==> src/rcrp_pkg.sv <==
package rcrp_pkg;

  localparam int OFS_W = 18;

  localparam logic [7:0] KIND_SR    = 8'd200;
  localparam logic [7:0] KIND_RR    = 8'd201;
  localparam logic [7:0] KIND_SDES  = 8'd202;
  localparam logic [7:0] KIND_BYE   = 8'd203;
  localparam logic [7:0] KIND_APP   = 8'd204;
  localparam logic [7:0] ITEM_CNAME = 8'd1;

  localparam logic [OFS_W-1:0] OFS_COUNT     = 18'd0;
  localparam logic [OFS_W-1:0] OFS_KIND      = 18'd1;
  localparam logic [OFS_W-1:0] OFS_LEN_END   = 18'd3;
  localparam logic [OFS_W-1:0] SR_PKT_END    = 18'd23;
  localparam logic [OFS_W-1:0] SR_OCT_END    = 18'd27;
  localparam logic [OFS_W-1:0] SR_BLOCK_OFS  = 18'd32;
  localparam logic [OFS_W-1:0] RR_BLOCK_OFS  = 18'd12;
  localparam logic [OFS_W-1:0] SDES_SSRC_END = 18'd7;
  localparam logic [OFS_W-1:0] SDES_ITEM_OFS = 18'd8;

  localparam logic [OFS_W-1:0] BLK_FRAC = 18'd0;
  localparam logic [OFS_W-1:0] BLK_LOST = 18'd3;
  localparam logic [OFS_W-1:0] BLK_HSEQ = 18'd7;
  localparam logic [OFS_W-1:0] BLK_JIT  = 18'd11;
  localparam logic [OFS_W-1:0] BLK_LSR  = 18'd15;
  localparam logic [OFS_W-1:0] BLK_DLSR = 18'd19;

  typedef enum logic [3:0] {
    OP_NONE,
    OP_SR_CNT,
    OP_RR_CNT,
    OP_UNKNOWN,
    OP_SR_PKT,
    OP_SR_OCT,
    OP_FRAC,
    OP_LOST,
    OP_HSEQ,
    OP_JIT,
    OP_LSR,
    OP_DLSR,
    OP_SSRC_HOLD,
    OP_CNAME
  } op_t;

  typedef struct packed {
    logic        last;
    op_t         op;
    logic [31:0] word;
  } item_t;

endpackage

==> src/rtcp_compound_report_parser_unit.sv <==
// Compound RTCP report parser.
// Input channel: one datagram byte per transfer on in_data_byte, with
// in_end_of_datagram marking the final byte. A transfer happens when
// in_valid is high and in_stall is low.
// Output channel: one statistics snapshot per datagram, presented on the
// out_* fields with out_valid; it is taken when out_stall is low.
// Throughput: one byte per cycle while in_stall is low. The front parser
// tracks the packet offset and classifies each byte in the cycle it is taken;
// the back end applies the resulting update when it pops the item from a
// QUEUE_DEPTH-entry queue. The final byte's item is registered in the queue,
// then loaded into the snapshot registers, behind any earlier queued bytes.
// While the receiver stalls, the snapshot holds and later bytes keep flowing
// until the queue holds a final byte that cannot be emitted; in_stall rises
// only when the queue is full.
// Reset (rst_n low, synchronous) empties the queue, clears all statistics and
// parser state, and drops any snapshot not yet taken.
module rtcp_compound_report_parser_unit #(
  parameter int QUEUE_DEPTH = 4
) (
  input  logic        clk,
  input  logic        rst_n,
  input  logic        in_valid,
  output logic        in_stall,
  input  logic [7:0]  in_data_byte,
  input  logic        in_end_of_datagram,
  output logic        out_valid,
  input  logic        out_stall,
  output logic [31:0] out_sender_reports_seen,
  output logic [31:0] out_receiver_reports_seen,
  output logic [31:0] out_sender_packet_total,
  output logic [31:0] out_sender_octet_total,
  output logic [7:0]  out_loss_fraction,
  output logic [23:0] out_lost_total,
  output logic [31:0] out_highest_sequence,
  output logic [31:0] out_arrival_jitter,
  output logic [31:0] out_last_sr_stamp,
  output logic [31:0] out_delay_since_sr,
  output logic [31:0] out_peer_ssrc,
  output logic        out_unknown_type_seen
);
  import rcrp_pkg::*;

  logic  accept;
  item_t fe_item;
  logic  q_full;
  logic  q_pop_valid;
  item_t q_pop_item;
  logic  q_pop;

  assign in_stall = q_full;
  assign accept   = in_valid && !q_full;

  rcrp_front u_front (
    .clk                (clk),
    .rst_n              (rst_n),
    .accept             (accept),
    .in_data_byte       (in_data_byte),
    .in_end_of_datagram (in_end_of_datagram),
    .item               (fe_item)
  );

  rcrp_queue #(
    .DEPTH (QUEUE_DEPTH)
  ) u_queue (
    .clk       (clk),
    .rst_n     (rst_n),
    .push      (accept),
    .push_item (fe_item),
    .full      (q_full),
    .pop_valid (q_pop_valid),
    .pop_item  (q_pop_item),
    .pop       (q_pop)
  );

  rcrp_back u_back (
    .clk                       (clk),
    .rst_n                     (rst_n),
    .pop_valid                 (q_pop_valid),
    .pop_item                  (q_pop_item),
    .pop                       (q_pop),
    .out_valid                 (out_valid),
    .out_stall                 (out_stall),
    .out_sender_reports_seen   (out_sender_reports_seen),
    .out_receiver_reports_seen (out_receiver_reports_seen),
    .out_sender_packet_total   (out_sender_packet_total),
    .out_sender_octet_total    (out_sender_octet_total),
    .out_loss_fraction         (out_loss_fraction),
    .out_lost_total            (out_lost_total),
    .out_highest_sequence      (out_highest_sequence),
    .out_arrival_jitter        (out_arrival_jitter),
    .out_last_sr_stamp         (out_last_sr_stamp),
    .out_delay_since_sr        (out_delay_since_sr),
    .out_peer_ssrc             (out_peer_ssrc),
    .out_unknown_type_seen     (out_unknown_type_seen)
  );

  a_snapshot_from_last: assert property (@(posedge clk) disable iff (!rst_n)
    $rose(out_valid) |-> $past(q_pop && q_pop_item.last))
    else $error("snapshot raised without a final byte");

  a_hold_last_on_stall: assert property (@(posedge clk) disable iff (!rst_n)
    (out_valid && out_stall && q_pop_valid && q_pop_item.last) |-> !q_pop)
    else $error("final byte taken while snapshot is stalled");

  a_stall_needs_backlog: assert property (@(posedge clk) disable iff (!rst_n)
    in_stall |-> q_pop_valid)
    else $error("input stalled with an empty queue");

endmodule

==> src/rcrp_front.sv <==
module rcrp_front (
  input  logic           clk,
  input  logic           rst_n,
  input  logic           accept,
  input  logic [7:0]     in_data_byte,
  input  logic           in_end_of_datagram,
  output rcrp_pkg::item_t item
);
  import rcrp_pkg::*;

  logic [OFS_W-1:0] off_r, off_nxt;
  logic [OFS_W-1:0] len_r, len_nxt;
  logic [7:0]       kind_r, kind_nxt;
  logic [4:0]       bc_r, bc_nxt;
  logic [31:0]      wg_r, wg_nxt;
  logic             stop_r, stop_nxt;
  logic [31:0]      wgn;
  logic             adv;
  op_t              op;

  function automatic op_t block_op(input logic [OFS_W-1:0] ofs,
                                   input logic [OFS_W-1:0] base,
                                   input logic [4:0] bc);
    logic [OFS_W-1:0] rel;
    op_t              res;
    rel = ofs - base;
    res = OP_NONE;
    if (bc != 5'd0 && ofs >= base) begin
      unique case (rel)
        BLK_FRAC: res = OP_FRAC;
        BLK_LOST: res = OP_LOST;
        BLK_HSEQ: res = OP_HSEQ;
        BLK_JIT:  res = OP_JIT;
        BLK_LSR:  res = OP_LSR;
        BLK_DLSR: res = OP_DLSR;
        default:  res = OP_NONE;
      endcase
    end
    return res;
  endfunction

  assign wgn = {wg_r[23:0], in_data_byte};

  always_comb begin
    off_nxt  = off_r;
    len_nxt  = len_r;
    kind_nxt = kind_r;
    bc_nxt   = bc_r;
    wg_nxt   = wg_r;
    stop_nxt = stop_r;
    adv      = 1'b0;
    op       = OP_NONE;
    if (!stop_r) begin
      wg_nxt = wgn;
      adv    = 1'b1;
      if (off_r == OFS_COUNT) begin
        bc_nxt = in_data_byte[4:0];
      end else if (off_r == OFS_KIND) begin
        kind_nxt = in_data_byte;
        priority if (in_data_byte == KIND_SR) begin
          op = OP_SR_CNT;
        end else if (in_data_byte == KIND_RR) begin
          op = OP_RR_CNT;
        end else if (in_data_byte != KIND_SDES && in_data_byte != KIND_BYE &&
                     in_data_byte != KIND_APP) begin
          op       = OP_UNKNOWN;
          stop_nxt = 1'b1;
          adv      = 1'b0;
        end else begin
          op = OP_NONE;
        end
      end else if (off_r == OFS_LEN_END) begin
        len_nxt = {wgn[15:0], 2'b11};
      end else if (off_r > OFS_LEN_END) begin
        if (kind_r == KIND_SR) begin
          if (off_r == SR_PKT_END) begin
            op = OP_SR_PKT;
          end else if (off_r == SR_OCT_END) begin
            op = OP_SR_OCT;
          end else begin
            op = block_op(off_r, SR_BLOCK_OFS, bc_r);
          end
        end else if (kind_r == KIND_RR) begin
          op = block_op(off_r, RR_BLOCK_OFS, bc_r);
        end else if (kind_r == KIND_SDES) begin
          if (off_r == SDES_SSRC_END) begin
            op = OP_SSRC_HOLD;
          end else if (off_r == SDES_ITEM_OFS && in_data_byte == ITEM_CNAME) begin
            op = OP_CNAME;
          end
        end
      end
      if (adv) begin
        if (off_r >= OFS_LEN_END && off_r >= len_nxt) begin
          off_nxt = '0;
        end else begin
          off_nxt = off_r + 1'b1;
        end
      end
    end
  end

  assign item.last = in_end_of_datagram;
  assign item.op   = op;
  assign item.word = wgn;

  always_ff @(posedge clk) begin
    if (!rst_n || (accept && in_end_of_datagram)) begin
      off_r  <= '0;
      len_r  <= '0;
      kind_r <= '0;
      bc_r   <= '0;
      wg_r   <= '0;
      stop_r <= 1'b0;
    end else if (accept) begin
      off_r  <= off_nxt;
      len_r  <= len_nxt;
      kind_r <= kind_nxt;
      bc_r   <= bc_nxt;
      wg_r   <= wg_nxt;
      stop_r <= stop_nxt;
    end
  end

endmodule

==> src/rcrp_queue.sv <==
module rcrp_queue #(
  parameter int DEPTH = 4
) (
  input  logic            clk,
  input  logic            rst_n,
  input  logic            push,
  input  rcrp_pkg::item_t push_item,
  output logic            full,
  output logic            pop_valid,
  output rcrp_pkg::item_t pop_item,
  input  logic            pop
);
  import rcrp_pkg::*;

  localparam int AW = (DEPTH > 1) ? $clog2(DEPTH) : 1;
  localparam int CW = $clog2(DEPTH + 1);
  localparam logic [AW-1:0] LAST_IDX = AW'(DEPTH - 1);

  item_t          mem_r [DEPTH];
  logic [AW-1:0]  wr_ptr_r, wr_ptr_nxt;
  logic [AW-1:0]  rd_ptr_r, rd_ptr_nxt;
  logic [CW-1:0]  count_r, count_nxt;

  assign full      = (count_r == CW'(DEPTH));
  assign pop_valid = (count_r != '0);
  assign pop_item  = mem_r[rd_ptr_r];

  always_comb begin
    wr_ptr_nxt = wr_ptr_r;
    rd_ptr_nxt = rd_ptr_r;
    if (push) begin
      wr_ptr_nxt = (wr_ptr_r == LAST_IDX) ? '0 : wr_ptr_r + 1'b1;
    end
    if (pop) begin
      rd_ptr_nxt = (rd_ptr_r == LAST_IDX) ? '0 : rd_ptr_r + 1'b1;
    end
    count_nxt = CW'(count_r + CW'(push) - CW'(pop));
  end

  always_ff @(posedge clk) begin
    if (push) begin
      mem_r[wr_ptr_r] <= push_item;
    end
  end

  always_ff @(posedge clk) begin
    if (!rst_n) begin
      wr_ptr_r <= '0;
      rd_ptr_r <= '0;
      count_r  <= '0;
    end else begin
      wr_ptr_r <= wr_ptr_nxt;
      rd_ptr_r <= rd_ptr_nxt;
      count_r  <= count_nxt;
    end
  end

endmodule

==> src/rcrp_back.sv <==
module rcrp_back (
  input  logic            clk,
  input  logic            rst_n,
  input  logic            pop_valid,
  input  rcrp_pkg::item_t pop_item,
  output logic            pop,
  output logic            out_valid,
  input  logic            out_stall,
  output logic [31:0]     out_sender_reports_seen,
  output logic [31:0]     out_receiver_reports_seen,
  output logic [31:0]     out_sender_packet_total,
  output logic [31:0]     out_sender_octet_total,
  output logic [7:0]      out_loss_fraction,
  output logic [23:0]     out_lost_total,
  output logic [31:0]     out_highest_sequence,
  output logic [31:0]     out_arrival_jitter,
  output logic [31:0]     out_last_sr_stamp,
  output logic [31:0]     out_delay_since_sr,
  output logic [31:0]     out_peer_ssrc,
  output logic            out_unknown_type_seen
);
  import rcrp_pkg::*;

  logic [31:0] sr_r, sr_nxt;
  logic [31:0] rr_r, rr_nxt;
  logic [31:0] pkt_r, pkt_nxt;
  logic [31:0] oct_r, oct_nxt;
  logic [7:0]  frac_r, frac_nxt;
  logic [23:0] lost_r, lost_nxt;
  logic [31:0] hseq_r, hseq_nxt;
  logic [31:0] jit_r, jit_nxt;
  logic [31:0] lsr_r, lsr_nxt;
  logic [31:0] dlsr_r, dlsr_nxt;
  logic [31:0] hold_r, hold_nxt;
  logic [31:0] peer_r, peer_nxt;
  logic        unk_r, unk_nxt;
  logic        out_valid_r, out_valid_nxt;
  logic        load;

  assign pop  = pop_valid && (!pop_item.last || !out_valid_r || !out_stall);
  assign load = pop && pop_item.last;

  always_comb begin
    sr_nxt   = sr_r;
    rr_nxt   = rr_r;
    pkt_nxt  = pkt_r;
    oct_nxt  = oct_r;
    frac_nxt = frac_r;
    lost_nxt = lost_r;
    hseq_nxt = hseq_r;
    jit_nxt  = jit_r;
    lsr_nxt  = lsr_r;
    dlsr_nxt = dlsr_r;
    hold_nxt = hold_r;
    peer_nxt = peer_r;
    unk_nxt  = unk_r;
    if (pop) begin
      unique case (pop_item.op)
        OP_NONE:      ;
        OP_SR_CNT:    sr_nxt   = sr_r + 32'd1;
        OP_RR_CNT:    rr_nxt   = rr_r + 32'd1;
        OP_UNKNOWN:   unk_nxt  = 1'b1;
        OP_SR_PKT:    pkt_nxt  = pop_item.word;
        OP_SR_OCT:    oct_nxt  = pop_item.word;
        OP_FRAC:      frac_nxt = pop_item.word[7:0];
        OP_LOST:      lost_nxt = pop_item.word[23:0];
        OP_HSEQ:      hseq_nxt = pop_item.word;
        OP_JIT:       jit_nxt  = pop_item.word;
        OP_LSR:       lsr_nxt  = pop_item.word;
        OP_DLSR:      dlsr_nxt = pop_item.word;
        OP_SSRC_HOLD: hold_nxt = pop_item.word;
        OP_CNAME:     peer_nxt = hold_r;
        default:      ;
      endcase
    end
    out_valid_nxt = load || (out_valid_r && out_stall);
  end

  always_ff @(posedge clk) begin
    if (load) begin
      out_sender_reports_seen   <= sr_nxt;
      out_receiver_reports_seen <= rr_nxt;
      out_sender_packet_total   <= pkt_nxt;
      out_sender_octet_total    <= oct_nxt;
      out_loss_fraction         <= frac_nxt;
      out_lost_total            <= lost_nxt;
      out_highest_sequence      <= hseq_nxt;
      out_arrival_jitter        <= jit_nxt;
      out_last_sr_stamp         <= lsr_nxt;
      out_delay_since_sr        <= dlsr_nxt;
      out_peer_ssrc             <= peer_nxt;
      out_unknown_type_seen     <= unk_nxt;
    end
  end

  always_ff @(posedge clk) begin
    if (!rst_n || load) begin
      sr_r   <= '0;
      rr_r   <= '0;
      pkt_r  <= '0;
      oct_r  <= '0;
      frac_r <= '0;
      lost_r <= '0;
      hseq_r <= '0;
      jit_r  <= '0;
      lsr_r  <= '0;
      dlsr_r <= '0;
      hold_r <= '0;
      peer_r <= '0;
      unk_r  <= 1'b0;
    end else begin
      sr_r   <= sr_nxt;
      rr_r   <= rr_nxt;
      pkt_r  <= pkt_nxt;
      oct_r  <= oct_nxt;
      frac_r <= frac_nxt;
      lost_r <= lost_nxt;
      hseq_r <= hseq_nxt;
      jit_r  <= jit_nxt;
      lsr_r  <= lsr_nxt;
      dlsr_r <= dlsr_nxt;
      hold_r <= hold_nxt;
      peer_r <= peer_nxt;
      unk_r  <= unk_nxt;
    end
  end

  always_ff @(posedge clk) begin
    if (!rst_n) begin
      out_valid_r <= 1'b0;
    end else begin
      out_valid_r <= out_valid_nxt;
    end
  end

  assign out_valid = out_valid_r;

endmodule

==> config.mk <==
export PLATFORM = sky130hd
export DESIGN_NAME = rtcp_compound_report_parser_unit
export DESIGN_NICKNAME = d
export VERILOG_FILES = /design/src/rcrp_pkg.sv /design/src/rtcp_compound_report_parser_unit.sv /design/src/rcrp_front.sv /design/src/rcrp_queue.sv /design/src/rcrp_back.sv
export SDC_FILE = /design/constraint.sdc
export NUM_CORES = 1
export LEC_CHECK = 0
export ABC_AREA = 0
export BUFFER_PORTS_ARGS = -buffer_cell sky130_fd_sc_hd__buf_2
export CAP_MARGIN = 20
export CORE_MARGIN = 3
export CORE_UTILIZATION = 50
export CTS_CLUSTER_DIAMETER = 200
export DETAILED_ROUTE_END_ITERATION = 10
export PLACE_DENSITY = 0.77
export SYNTH_ARGS = -nofsm -noshare
export SYNTH_HDL_FRONTEND = slang
export SYNTH_SLANG_ARGS = --single-unit
export TNS_END_PERCENT = 5
==> constraint.sdc <==
create_clock -name clk -period 10.1 [get_ports clk]
set_input_delay 0.505 -clock clk [delete_from_list [all_inputs] [get_ports clk]]
set_output_delay 0.505 -clock clk [all_outputs]
set_load 0.05 [all_outputs]
# [Yosys cells after proc, flatten, opt, wreduce, memory -nomap -nowiden]
# Memories as Yosys holds them, arrays and structs flattened. A register that Yosys moved wholly into a read port is not among the register bits.
# Index checks and enable logic that the tools add are counted.
[totals] regBits=756 ram_bits=148 input_bits=13 word_cells=190 memories=1
[mem_list] name="u_queue.mem_r" depth=4 word_bits=37 rd=1 rd_ports_with_merged_regs=1 wr=1 line="rcrp_queue.sv:19" rtl="item_t mem_r [DEPTH];"
[op_classes] addsub=9 n_lt_le_gt_ge=5 eq_ne=41 muxes=66 bitwise=2 n_reduce_logical=31
[ops] cell="$mux 32" count=18
[ops] cell="$eq 18x4->1 const B" count=5
[ops] cell="$mux 18" count=5
[ops] cell="$eq 18x5->1 const B" count=4
[ops] cell="$add 32x1->32 const B" count=2
[ops] cell="$mux 4" count=16
[ops] cell="$eq 18x2->1 const B" count=3
[ops] cell="$eq 18x3->1 const B" count=3
[ops] cell="$logic_not 18->1" count=3
[ops] cell="$mux 24" count=2
[ops] cell="$pmux 4 s6" count=2
[ops] cell="$eq 8x8->1 const B" count=5
[ops] cell="$eq 4x4->1 const B" count=6
[ops] cell="$ne 8x8->1 const B" count=3
[ops] cell="$add 18x1->18 const B" count=1
[ops] cell="$eq 18x1->1 const B" count=1
[ops] cell="$ge 18x18->1" count=1
[ops] cell="$ge 18x2->1 const B" count=1
[ops] cell="$ge 18x4->1 const B" count=1
[ops] cell="$ge 18x6->1 const B" count=1
[ops] cell="$gt 18x2->1 const B" count=1
[ops] cell="$sub 18x4->18 const B" count=1
[ops] cell="$sub 18x6->18 const B" count=1
[ops] cell="$eq 4x3->1 const B" count=4
[ops] cell="other kinds (20)" count=64

# [Depth between registers and ports, before layout]
[depth] ltp_word=12 depth_mapped=17

# [Modules after synthesis]
# A second synthesis with hierarchy kept.
[hier_totals] hier_cells=2474 area_unflattened_um2=34137.7
[by_module_without_submodules] mod="rcrp_back" instances=1 cells_each=1675 area_each_um2=23940.5 seq_area_each_um2=16726.0
[by_module_without_submodules] mod="rcrp_queue" instances=1 cells_each=236 area_each_um2=5848.1 seq_area_each_um2=4624.4
[by_module_without_submodules] mod="rcrp_front" instances=1 cells_each=562 area_each_um2=4335.4 seq_area_each_um2=1481.4
[by_module_without_submodules] mod="rtcp_compound_report_parser_unit" instances=1 cells_each=1 area_each_um2=13.8 seq_area_each_um2=0.0

# [Least setup slack after synthesis]
# Ideal clock, no wire load.
[synth_path] path_type="reg2reg" start="register with a tool-made name" end="register u_back.out_arrival_jitter[0] (enable)" setup_ps=670 arrival_ps=7151 required_time_ps=9430 slack_ps=2278 stages_incl_launch_ff=5 period_less_slack_ps=7822 cell_sequence="dfxtp_1 > clkbuf_1 > mux4_2 > nand3b_1 > inv_1"
[synth_rtl] element="end signal, assigned" line="rcrp_back.sv:88" rtl="out_arrival_jitter <= jit_nxt;"
[synth_rtl] element="end, declared" line="rcrp_back.sv:16" rtl="output logic [31:0] out_arrival_jitter,"

# [Worst setup path after layout]
[layout_path] start="register u_front.off_r[8]" end="register u_front.off_r[9]"
[layout_between] elab_chain_cells=8 word_cells_on_any_way=16
[layout_rtl] element="start, declared" line="rcrp_front.sv:11" rtl="logic [OFS_W-1:0] off_r, off_nxt;"
[layout_rtl] element="start signal, assigned" line="rcrp_front.sv:116" rtl="off_r <= off_nxt;"
[layout_rtl] element="$eq 18x2->1" line="rcrp_front.sv:72" rtl="end else if (off_r == OFS_LEN_END) begin"
[layout_rtl] element="$mux 18" line="rcrp_front.sv:72"
[layout_rtl] element="$mux 18" line="rcrp_front.sv:58" rtl="end else if (off_r == OFS_KIND) begin"
[layout_rtl] element="$mux 18" line="rcrp_front.sv:56" rtl="if (off_r == OFS_COUNT) begin"
[layout_rtl] element="$mux 18" line="rcrp_front.sv:53" rtl="if (!stop_r) begin"
[layout_rtl] element="$ge 18x18->1" line="rcrp_front.sv:94" rtl="if (off_r >= OFS_LEN_END && off_r >= len_nxt) begin"
[layout_rtl] element="$logic_and 1x1->1" line="rcrp_front.sv:94"
[layout_rtl] element="$mux 18" line="rcrp_front.sv:94"
# Parallel ways exist; a longest one is shown, timed or not. The select of a mux whose other input is x is not followed.
# A chain may end at the register's enable or synchronous reset.

==> metrics.yaml <==
final_layout:
  finalNetCount: 2807
  fillers: 4998
  layout-drive-gt1-share_pct: 29.1
  final_core_util_pct: 59.2
  area_growth_pct: 16.3
  n_antenna_cell: 0
clock_network:
  cts-resized-gates: 0
  cts.sinks: 906
  numCtsBuffers: 89
  post_cts_buffers: 0
  cts.path.max_buffers: 3
  path_clk_slew_ps: 60
  cts_tree: "yes"
  clock-root-buffer: "clkbuf_16"
  clk_latency_ps: 640
  h-tree-depth: 3
  hold_buffers: 0
drt:
  finalWirelength_um: 79300
  wl_met1_um: 33400
  drc: 0
  highest_layer: "met4"
  ant_nets: 0
  wl_met3_um: 4580
  vias: 20400
  drt_iter0_drc: 1886
  vias_per_cell: 5.52
  dr_wl_met2_um: 38200
  avgRoutedWirePerCell_um: 21.4
  dr.pass1.iters: 8
synth:
  yosysWarnings: 0
  async_flop_share_pct: 0
  syn_nets: 2479
  syn_inst: 2433
  ys_seq_area_share_pct: 67.6
  synthFlopType: "edfxtp_1"
  syn_area_per_cell_um2: 13.9
  synth-edff-count: 469
  synth_area_um2: 33800
  ys_ff_latch: 906
  synth_cell_type_count: 77
timing:
  tns_ps: 0
  min_period_ps: 5320
  max_freq_mhz: 188
  worst_slew_pin_slew_ps: 1120
  slew_headroom_pct: 24.8
  setup_violations: 0
  drv_slew: 0
  clock_skew_ps: 25.5
  hold_violations: 0
  finalCritPeriodShare_pct: 52.7
  grt_setup_unrepaired: "no"
  setup_ws_ps: 4780
grt:
  grt_overflow: 0
  track_usage_pct: 21.9
  grt_pass1_vias: 20200
  grt_pass1_wl_um: 120000
  grt_max_degree: 213
  grt_antenna_before_repair: 3
power_and_ir_drop:
  p_seq_share_pct: 39.8
  p_int_mw: 7.73
  p_clk_share_pct: 25.7
  cellPowerDensity_nw_per_um2: 332
  finalPower_mw: 13.0
  irDropWorstVdd_mv: 0.401
  p_sw_share_pct: 40.7
  combPwrFrac_pct: 34.5
  p_leak_nw: 15.1
  power.net_switching_mw: 5.31
die:
  ioPinCount: 336
  fp-row-count: 94
  die_area_um2: 70800
  core_um2: 66300
  die_h_um: 266
  start_util_pct: 51.0
  die_x_um: 266
min_path:
  holdPathStages: 3
  hp-class: "input port to register"
  min_from: "out_stall"
  hold_end: "u_back.out_valid"
status:
  outcome: "complete, no violations"
critical_path:
  r2r-end: "u_front.off_r[9]"
  required_ps: 10670
  cp-end-kind: "register"
  crit_start: "u_front.off_r[8]"
  arrival_ps: 5890
  cp-start-kind: "register"
  r2r-start: "u_front.off_r[8]"
  cp_max_fo: 18
  rrSetupSlack_ps: 4780
  critPathKind: "register to register"
  r2r_cells: 14
placement:
  place.port_buffers: 335
  dpl.hpwl_um: 51000
  globalplace.congestion: 0.872
  dp_slack_ps: 4820
run:
  max-cap-violations: 0
## worst max path at each step
stage,end,slack [ps],cells past startpoint
2_1_floorplan,u_back.out_arrival_jitter[0],2280,4
3_5_place_dp,u_front.off_r[9],4820,14
6_report,u_front.off_r[9],4780,14
4_1_cts,u_front.off_r[6],4800,14
5_1_grt,u_front.off_r[14],4380,14
3_3_place_gp,u_front.off_r[10],5090,14
## registers in the layout (all words and copies together), names as in the netlist, 32 cells and up, named ones only
register                          cells
u_back.out_peer_ssrc                 32
u_queue.mem_r                       148
u_back.lsr_r                         32
u_back.dlsr_r                        32
u_back.hold_r                        32
u_back.hseq_r                        32
u_back.pkt_r                         32
u_back.out_sender_packet_total       32
u_back.jit_r                         32
u_back.out_last_sr_stamp             32
u_back.sr_r                          32
u_back.out_receiver_reports_seen     32
u_back.out_arrival_jitter            32
u_back.oct_r                         32
u_back.out_sender_octet_total        32
u_back.out_delay_since_sr            32
u_back.out_sender_reports_seen       32
u_back.peer_r                        32
u_back.out_highest_sequence          32
u_back.rr_r                          32
## power by group through the flow
stage	sequential (mW)	clock, mW	combinational (mW)
final	5.18	3.35	4.50
after global routing	5.24	3.56	4.67
after CTS	5.18	3.41	4.53
after detailed placement	5.25	0	4.50
after global placement	5.22	0	4.46
after floorplan	7.38	0	1.23
## kinds of logic after synthesis
| kind of cell | count (synthesis) | synth area share [%] |
|---|---|---|
| flops | 906 | 67.6 |
| xor+xnor | 66 | 1.73 |
| fa+ha+maj | 33 | 1.24 |
| mux | 327 | 12.0 |
| buf+inv | 142 | 1.68 |
| simple gates | 795 | 12.8 |
| compound gates | 164 | 2.98 |
## cell usage in the layout (no fill, tap or decap), types with 33 or more instances in the layout
master | synthesis | layout
mux4_2 | 37 | 37
clkbuf_16 | 0 | 90
mux2i_1 | 33 | 33
nand3_1 | 39 | 39
nor2_1 | 74 | 72
mux2_2 | 257 | 257
nand2_1 | 217 | 212
buf_2 | 10 | 335
edfxtp_1 | 469 | 469
nor2b_1 | 328 | 327
xnor2_1 | 43 | 43
a21oi_1 | 88 | 88
dfxtp_1 | 437 | 436
## critical path, cell delays in order, from the launching register on
cell and delay (ps):
dfxtp_1 470, nor4_4 470, nand4_1 260, nor3_2 500, nand3_1 900, mux2i_1 450, ha_1 290, nand4_1 100
inv_1 40, a2111oi_0 410, o211a_1 260, o21ai_0 90, buf_4 200, nor2_1 540, a22o_1 260
## synth_stat cells, drive strengths merged (4+ instances only)
cell      n  share of area, %
edfxtp  469                42
dfxtp   437                26
nor2b   328               6.1
mux2    257               8.6
nand2   217               2.4
a21oi    88               1.3
clkbuf   82              0.91
nor2     75              0.84
xnor2    44               1.2
nand3    39              0.58
mux4     37               2.5
buf      34              0.48
mux2i    33              0.98
ha       32               1.2
nor3     29              0.56
inv      26              0.29
o21ai    24              0.36
nand4    22              0.41
xor2     22              0.57
and2     12              0.22
or3      12              0.27
and4     10              0.26
nor4     10              0.23
and3      9              0.17
nand2b    7              0.15
a22o      6              0.16
nand3b    6              0.14
or2       5              0.10
a31oi     4             0.074
o31ai     4             0.089
## metal layers
metal | GRT usage [%] | vias up
met5 | 0 | -
met4 | 9.17 | 0
met3 | 3.25 | 157
met2 | 35.8 | 707
met1 | 29.6 | 10300
li1 | - | 9326
## per-stage QoR
step / instances / area [um2] / hold WS (ps)
2_1_floorplan: 2433 / 33800 / 431
3_3_place_gp: 3534 / 36300 / 438
3_5_place_dp: 3534 / 36300 / 445
4_1_cts: 3700 / 39300 / 158
5_1_grt: 3700 / 39300 / 192
6_report: 3700 / 39300 / 188
## layout make-up
cell class	count	area, um2	area share (%)
tap	864	1080	2.75
inverter	26	105	0.267
multi-input combinational	1385	10400	26.6
clock inverter	53	571	1.45
sequential	906	22800	58.1
clock buffer	113	2430	6.18
timing repair buffer	353	1840	4.67
No activity file was read; power rests on OpenSTA's default activity.
